### src/rtl/sfe_pkg.sv
`default_nettype none

package sfe_pkg;

   // Input item function codes.
   localparam logic [1:0] FUNC_SET_CHANNEL = 2'd0;
   localparam logic [1:0] FUNC_SET_FLAGS   = 2'd1;
   localparam logic [1:0] FUNC_FRAME       = 2'd2;

   // Frame layout.
   localparam logic [7:0] FRAME_START = 8'h0F;
   localparam logic [7:0] FRAME_END   = 8'h00;
   localparam int DATA_BYTES = 22;
   localparam int SLOT_COUNT = 16;
   localparam int CHAN_W     = 11;
   localparam int SLOT_W     = 4;
   localparam int NEXT_W     = 5;
   localparam int BYTE_CNT_W = 5;

   // Pending-bit accumulator: at most 7 leftover bits plus one 11-bit channel.
   localparam int ACC_W   = 19;
   localparam int NBITS_W = 5;

   // Reset contents of the channel store.
   localparam logic [CHAN_W-1:0] CENTRE_VALUE   = 11'd992;
   localparam logic [CHAN_W-1:0] THROTTLE_MIN   = 11'd128;
   localparam int                THROTTLE_INDEX = 2;

   // Commands from the controller to the datapath.
   typedef struct packed {
      logic write_channel;
      logic write_flags;
      logic load_start;
      logic shift_data;
      logic load_flags;
      logic load_end;
   } cmd_type;

endpackage

`default_nettype wire

### src/rtl/sfe_controller.sv
`default_nettype none

module sfe_controller (
   input  wire logic        clock,
   input  wire logic        reset,
   input  wire logic        start,
   input  wire logic [1:0]  req_func,
   output logic             busy,
   output sfe_pkg::cmd_type cmd
);
   import sfe_pkg::*;

   localparam logic [1:0] ST_IDLE  = 2'd0;
   localparam logic [1:0] ST_DATA  = 2'd1;
   localparam logic [1:0] ST_FLAGS = 2'd2;
   localparam logic [1:0] ST_END   = 2'd3;

   logic [1:0]            state_ff, state_in;
   logic [BYTE_CNT_W-1:0] count_ff, count_in;

   always_comb begin
      cmd      = '0;
      state_in = state_ff;
      count_in = count_ff;
      unique case (state_ff)
         ST_IDLE: begin
            if (start) begin
               unique case (req_func)
                  FUNC_SET_CHANNEL: cmd.write_channel = 1'b1;
                  FUNC_SET_FLAGS:   cmd.write_flags = 1'b1;
                  FUNC_FRAME: begin
                     cmd.load_start = 1'b1;
                     state_in       = ST_DATA;
                     count_in       = '0;
                  end
                  default: ;
               endcase
            end
         end
         ST_DATA: begin
            cmd.shift_data = 1'b1;
            if (count_ff == BYTE_CNT_W'(DATA_BYTES - 1)) begin
               state_in = ST_FLAGS;
            end else begin
               count_in = count_ff + 1'b1;
            end
         end
         ST_FLAGS: begin
            cmd.load_flags = 1'b1;
            state_in       = ST_END;
         end
         ST_END: begin
            cmd.load_end = 1'b1;
            state_in     = ST_IDLE;
         end
         default: state_in = ST_IDLE;
      endcase
   end

   always_ff @(posedge clock) begin
      if (reset) begin
         state_ff <= ST_IDLE;
         count_ff <= '0;
      end else begin
         state_ff <= state_in;
         count_ff <= count_in;
      end
   end

   assign busy = (state_ff != ST_IDLE);

   // The data phase never runs past the last data byte.
   assert property (@(posedge clock) disable iff (reset)
      (state_ff == ST_DATA) |-> (count_ff <= BYTE_CNT_W'(DATA_BYTES - 1)))
      else $error("data byte counter out of range");

   // Leaving the data phase happens only on the last data byte.
   assert property (@(posedge clock) disable iff (reset)
      (state_ff == ST_DATA && state_in == ST_FLAGS) |->
      (count_ff == BYTE_CNT_W'(DATA_BYTES - 1)))
      else $error("data phase ended early");

   // Store writes are issued only while no frame is in progress.
   assert property (@(posedge clock) disable iff (reset)
      (cmd.write_channel || cmd.write_flags) |-> !busy)
      else $error("store write during a frame");

endmodule

`default_nettype wire

### src/rtl/sfe_datapath.sv
`default_nettype none

module sfe_datapath #(
   parameter int NUM_CHANNELS = 16
) (
   input  wire logic                 clock,
   input  wire logic                 reset,
   input  wire sfe_pkg::cmd_type     cmd,
   input  wire logic [3:0]           req_channel,
   input  wire logic [10:0]          req_value,
   input  wire logic [7:0]           req_flag_value,
   output logic                      rsp_valid,
   output logic [7:0]                rsp_out_byte,
   output logic                      rsp_last
);
   import sfe_pkg::*;

   logic [CHAN_W-1:0]  chan_ff [NUM_CHANNELS];
   logic [7:0]         flags_ff;
   logic [ACC_W-1:0]   acc_ff, acc_in;
   logic [NBITS_W-1:0] nbits_ff, nbits_in;
   logic [NEXT_W-1:0]  next_ff, next_in;
   logic               valid_ff;
   logic [7:0]         byte_ff, byte_in;
   logic               last_ff;

   logic [CHAN_W-1:0]  slot;
   logic [ACC_W-1:0]   merged;
   logic [NBITS_W-1:0] merged_bits;
   logic               do_load;

   // Channel select; channels that are not present read as zero.
   always_comb begin
      slot = '0;
      for (int i = 0; i < NUM_CHANNELS; i++) begin
         if (next_ff == NEXT_W'(i)) begin
            slot = chan_ff[i];
         end
      end
   end

   always_comb begin
      do_load     = (nbits_ff < NBITS_W'(8)) && (next_ff < NEXT_W'(SLOT_COUNT));
      merged      = acc_ff;
      merged_bits = nbits_ff;
      next_in     = next_ff;
      if (do_load) begin
         merged      = acc_ff | (ACC_W'(slot) << nbits_ff);
         merged_bits = nbits_ff + NBITS_W'(CHAN_W);
         next_in     = next_ff + 1'b1;
      end
      acc_in   = merged >> 8;
      nbits_in = (merged_bits >= NBITS_W'(8)) ? merged_bits - NBITS_W'(8) : '0;
      byte_in  = merged[7:0];
      if (cmd.load_start) begin
         acc_in   = '0;
         nbits_in = '0;
         next_in  = '0;
      end
   end

   always_ff @(posedge clock) begin
      if (reset) begin
         for (int i = 0; i < NUM_CHANNELS; i++) begin
            chan_ff[i] <= (i == THROTTLE_INDEX) ? THROTTLE_MIN : CENTRE_VALUE;
         end
         flags_ff <= '0;
      end else begin
         if (cmd.write_channel) begin
            for (int i = 0; i < NUM_CHANNELS; i++) begin
               if (req_channel == SLOT_W'(i)) begin
                  chan_ff[i] <= req_value;
               end
            end
         end
         if (cmd.write_flags) begin
            flags_ff <= req_flag_value;
         end
      end
   end

   always_ff @(posedge clock) begin
      if (reset) begin
         acc_ff   <= '0;
         nbits_ff <= '0;
         next_ff  <= '0;
         valid_ff <= 1'b0;
      end else begin
         if (cmd.load_start || cmd.shift_data) begin
            acc_ff   <= acc_in;
            nbits_ff <= nbits_in;
            next_ff  <= next_in;
         end
         valid_ff <= cmd.load_start || cmd.shift_data || cmd.load_flags || cmd.load_end;
      end
   end

   always_ff @(posedge clock) begin
      if (cmd.load_start) begin
         byte_ff <= FRAME_START;
         last_ff <= 1'b0;
      end else if (cmd.shift_data) begin
         byte_ff <= byte_in;
         last_ff <= 1'b0;
      end else if (cmd.load_flags) begin
         byte_ff <= flags_ff;
         last_ff <= 1'b0;
      end else if (cmd.load_end) begin
         byte_ff <= FRAME_END;
         last_ff <= 1'b1;
      end
   end

   assign rsp_valid    = valid_ff;
   assign rsp_out_byte = byte_ff;
   assign rsp_last     = last_ff;

endmodule

`default_nettype wire

### src/rtl/sbus_frame_encoder_top.sv
// The start byte of a frame appears in the cycle after the frame tick is accepted.
// A frame is 25 bytes on consecutive cycles; busy is high while all but the end byte are shown.
// A new item can be accepted in the cycle the end byte is shown, so frames can run back to back.
// Channel and flag writes produce no output; the receiver cannot stall.
// Synchronous active-high reset: channels 992, channel 2 at 128, flag byte zero, output idle.
`default_nettype none

module sbus_frame_encoder_top #(
   parameter int NUM_CHANNELS = 16
) (
   input  wire logic        clock,
   input  wire logic        reset,
   input  wire logic        start,
   output logic             busy,
   input  wire logic [1:0]  req_func,
   input  wire logic [3:0]  req_channel,
   input  wire logic [10:0] req_value,
   input  wire logic [7:0]  req_flag_value,
   output logic             rsp_valid,
   output logic [7:0]       rsp_out_byte,
   output logic             rsp_last
);
   import sfe_pkg::*;

   // Commands from the sequencer into the channel store and bit packer.
   cmd_type cmd;

   // The controller walks the frame: start byte, 22 packed data bytes,
   // flag byte and end byte. It accepts an item only while idle.
   sfe_controller u_ctrl (
      .clock    (clock),
      .reset    (reset),
      .start    (start),
      .req_func (req_func),
      .busy     (busy),
      .cmd      (cmd)
   );

   // The datapath holds the channel store and flag byte and packs the
   // channels least significant bit first, one output byte per cycle.
   sfe_datapath #(
      .NUM_CHANNELS (NUM_CHANNELS)
   ) u_dp (
      .clock          (clock),
      .reset          (reset),
      .cmd            (cmd),
      .req_channel    (req_channel),
      .req_value      (req_value),
      .req_flag_value (req_flag_value),
      .rsp_valid      (rsp_valid),
      .rsp_out_byte   (rsp_out_byte),
      .rsp_last       (rsp_last)
   );

   // The end byte is the only one that carries last.
   assert property (@(posedge clock) disable iff (reset)
      (rsp_valid && rsp_last) |-> (rsp_out_byte == FRAME_END))
      else $error("last on a byte other than the end byte");

   // When a frame starts, its start byte is on the output.
   assert property (@(posedge clock) disable iff (reset)
      $rose(busy) |-> (rsp_valid && rsp_out_byte == FRAME_START && !rsp_last))
      else $error("frame did not open with the start byte");

   // Outside a frame, the only item that can be shown is the end byte.
   assert property (@(posedge clock) disable iff (reset)
      (rsp_valid && !busy) |-> rsp_last)
      else $error("stray output item while idle");

endmodule

`default_nettype wire
### config.mk
export PLATFORM = sky130hd
export DESIGN_NAME = sbus_frame_encoder_top
export DESIGN_NICKNAME = d
export VERILOG_FILES = /design/src/rtl/sfe_pkg.sv /design/src/rtl/sfe_controller.sv /design/src/rtl/sfe_datapath.sv /design/src/rtl/sbus_frame_encoder_top.sv
export SDC_FILE = /design/constraint.sdc
export NUM_CORES = 1
export LEC_CHECK = 0
export ABC_AREA = 1
export BUFFER_PORTS_ARGS = -buffer_cell sky130_fd_sc_hd__clkbuf_2
export CORE_ASPECT_RATIO = 2
export CORE_UTILIZATION = 40
export CTS_CLUSTER_SIZE = 12
export DETAILED_ROUTE_END_ITERATION = 8
export GPL_TIMING_DRIVEN = 0
export PLACE_DENSITY = 0.61
export SYNTH_ARGS = -nofsm -noshare
export SYNTH_HDL_FRONTEND = slang
export SYNTH_SLANG_ARGS = --single-unit
### constraint.sdc
create_clock -name clock -period 3.4 [get_ports clock]
set_clock_uncertainty 0.1 [all_clocks]
set_input_delay 0.68 -clock clock [delete_from_list [all_inputs] [get_ports clock]]
set_output_delay 0.68 -clock clock [all_outputs]
set_load 0.005 [all_outputs]
==> qor.yml <==
slowest_delay_ps: 340
core_um2: 26800
multi_input_area_um2: 3890
cp_max_fo: 10
numPortBuffers: 38
hpwl_um: 24100
slew_headroom_pct: 47.6
yosysWarnings: 0
die_h_um: 235
die_w_um: 119
grt_pass1_vias: 8596
setup_tns_ps: 0
avgSynthCellArea_um2: 8.49
finalCritPeriodShare_pct: 93.8
synth-edff-count: 176
clk_pin_slew_ps: 60
synth.largest_area_cell: "edfxtp_1"
die_area_um2: 27900
ios: 39
dr_total_vias: 8699
holdWs_ps: 319
rows: 85
post_dp_cell_area_um2: 11500
grt_use_total_pct: 22.2
grt_start_max_net_pins: 14
synthTopCellsByCount: "358 x nand2_1, 176 x edfxtp_1, 159 x inv_1, 144 x nor2_1, 143 x nand3_1"
clockBufferDepth: 3
floorplan.initialDensity_pct: 40.6
period_needed_ps: 3190
hold_path_class: "input port to flop"
synth_most_common_cell: "nand2_1"
drtPass1Iterations: 5
areaGrowthSynthToFinish_pct: 13.2
synthArstFlopShare_pct: 0
drtIter0Drc: 545
max_freq_ghz: 0.314
powerDensity_nw_per_um2: 668
crit_type: "flop to flop"
antenna_found_initial: 0
power_w: 0.00823
crit_path_start_kind: "flop"
worst_setup_path_end_kind: "flop"
ir_worst_vdd_uv: 424
ys_types: 34
fin_util_pct: 46.0
drv_cap: 0
syn_nets: 1322
tightest_slew_ps: 786
grt_first_pass_wirelength_um: 46900
drcViolationCount: 0
ys_top_cells_by_area: "edfxtp_1 49%, nand2_1 12%, dfxtp_1 8.5%"
insertedDiodeCount: 0
wl_met1_um: 10200
syn_area_um2: 10900
htree_levels: 1
setup_viol: 0
finalMaxSlewViolations: 0
wl_per_cell_um: 18.0
rsz0062_at_grt: "no"
ant_nets: 0
route.met3.wl_um: 1040
crit_required_ps: 3680
hold_viol_final: 0
overflow: 0
cts.sinks: 222
n_fill_cell: 2672
tritoncts: "yes"
cp_common_cell: "nand2_1"
clock-root-buffer: "clkbuf_16"
design_area_um2: 12300
gp_congestion: 1.02
synthCells: 1282
ys_ff_latch: 222
clk_latency_ps: 510
drive_above_1_share_pct: 12.2
fin_nets: 1395
synth_ff_type: "edfxtp_1"
seq_area_um2: 6210
synth_top_area_share_pct: 48.6
status: "completed"
vias_per_cell: 5.07
power_leakage_nw: 4.87
arrival_ps: 3470
cp_slowest_cell: "dfxtp_2"
top_layer_used: "met4"
ys_seq_area_share_pct: 57.0
met2_length_um: 17400
drt-total-wl_um: 31000
numCtsBuffers: 22
[power breakdown]
part	total [W]	internal (W)	switching, W
logic	0.00271	0.000817	0.00190
registers	0.00324	0.00313	0.000107
clock network	0.00228	0.00127	0.00100
[through the flow]
| stage | cells | setup WS (ps) |
|---|---|---|
| 2_1_floorplan | 1282 | 825 |
| 3_3_place_gp | 1668 | -181 |
| 3_5_place_dp | 1674 | -191 |
| 4_1_cts | 1714 | 44.7 |
| 5_1_grt | 1717 | 1.89 |
| 6_report | 1717 | 211 |
[final cells by class]
type	count	share of cell area (%)
Clock inverter	1	0.0406
Tap cell	348	3.54
Inverter	175	5.36
Clock buffer	37	5.18
Sequential cell	222	50.4
Multi-Input combinational cell	846	31.6
Buffer	41	1.76
Timing Repair Buffer	47	2.09
[repair_timing]
action / 4_1_cts / 5_1_grt
setup buffers: 2 / 1
cloned: 0 / 2
setup endpoints to repair: 13 / 45
resized for setup: 4 / 29
hold buffers: 0 / 0
pin swaps: 1 / 4
[path summary, 6_finish.rpt]
kind                   startpoint                   end  slack [ps]  cells past startpoint
max               u_dp.next_ff[0]        u_dp.acc_ff[8]         210                     28
min             req_flag_value[7]      u_dp.flags_ff[7]         320                      3
max reg2reg       u_dp.next_ff[0]        u_dp.acc_ff[8]         210                     28
min reg2reg  u_dp.rsp_out_byte[5]  u_dp.rsp_out_byte[5]         350                      2
[critical path: cells and delay by family, from the launching register on]
family                   cells  cell delay (ps)
AND/OR/NAND/NOR             21             1930
flip-flops                   1              340
AO/OA/AOI/OAI                2              170
adder cells (fa/ha/maj)      1              150
buffers and inverters        4              350
[flip-flops by register name (all words and copies together), names as in the netlist]
name,cells
u_ctrl.count_ff,5
u_dp.chan_ff,176
u_dp.rsp_out_byte,8
u_dp.rsp_last,1
u_dp.rsp_valid,1
u_dp.flags_ff,8
u_dp.acc_ff,11
u_ctrl.state_ff,2
u_dp.nbits_ff,5
u_dp.next_ff,5
[layout by cell type (no fill, tap or decap), types with 3 or more instances in the layout]
master and count:
a211oi_1 3, a21oi_1 35, buf_2 10, buf_4 13
buf_6 4, clkbuf_1 33, clkbuf_16 23, clkbuf_2 39
clkinv_1 8, dfxtp_1 44, edfxtp_1 176, ha_1 10
inv_1 157, inv_2 8, nand2_1 346, nand2_2 15
nand3_1 141, nand4_1 12, nor2_1 142, nor2_2 5
nor2_4 7, nor3_1 7, o21ai_0 62, o21ai_1 17
or2_2 26
[kinds of logic after synthesis]
| group | Yosys count | synth area share, % |
|---|---|---|
| AOI/OAI and AO/OA | 125 | 5.96 |
| DFF | 222 | 57.0 |
| buffers and inverters | 216 | 7.98 |
| adders and majority gates | 12 | 1.38 |
| and+or+nand+nor | 707 | 27.6 |
[metal layers]
metal	vias to the layer above	global-route usage (%)
met3	104	2.01
met2	255	45.0
met5	-	0
met1	4030	20.1
met4	0	15.2
li1	4310	-
(Power assumes the default switching activity.)
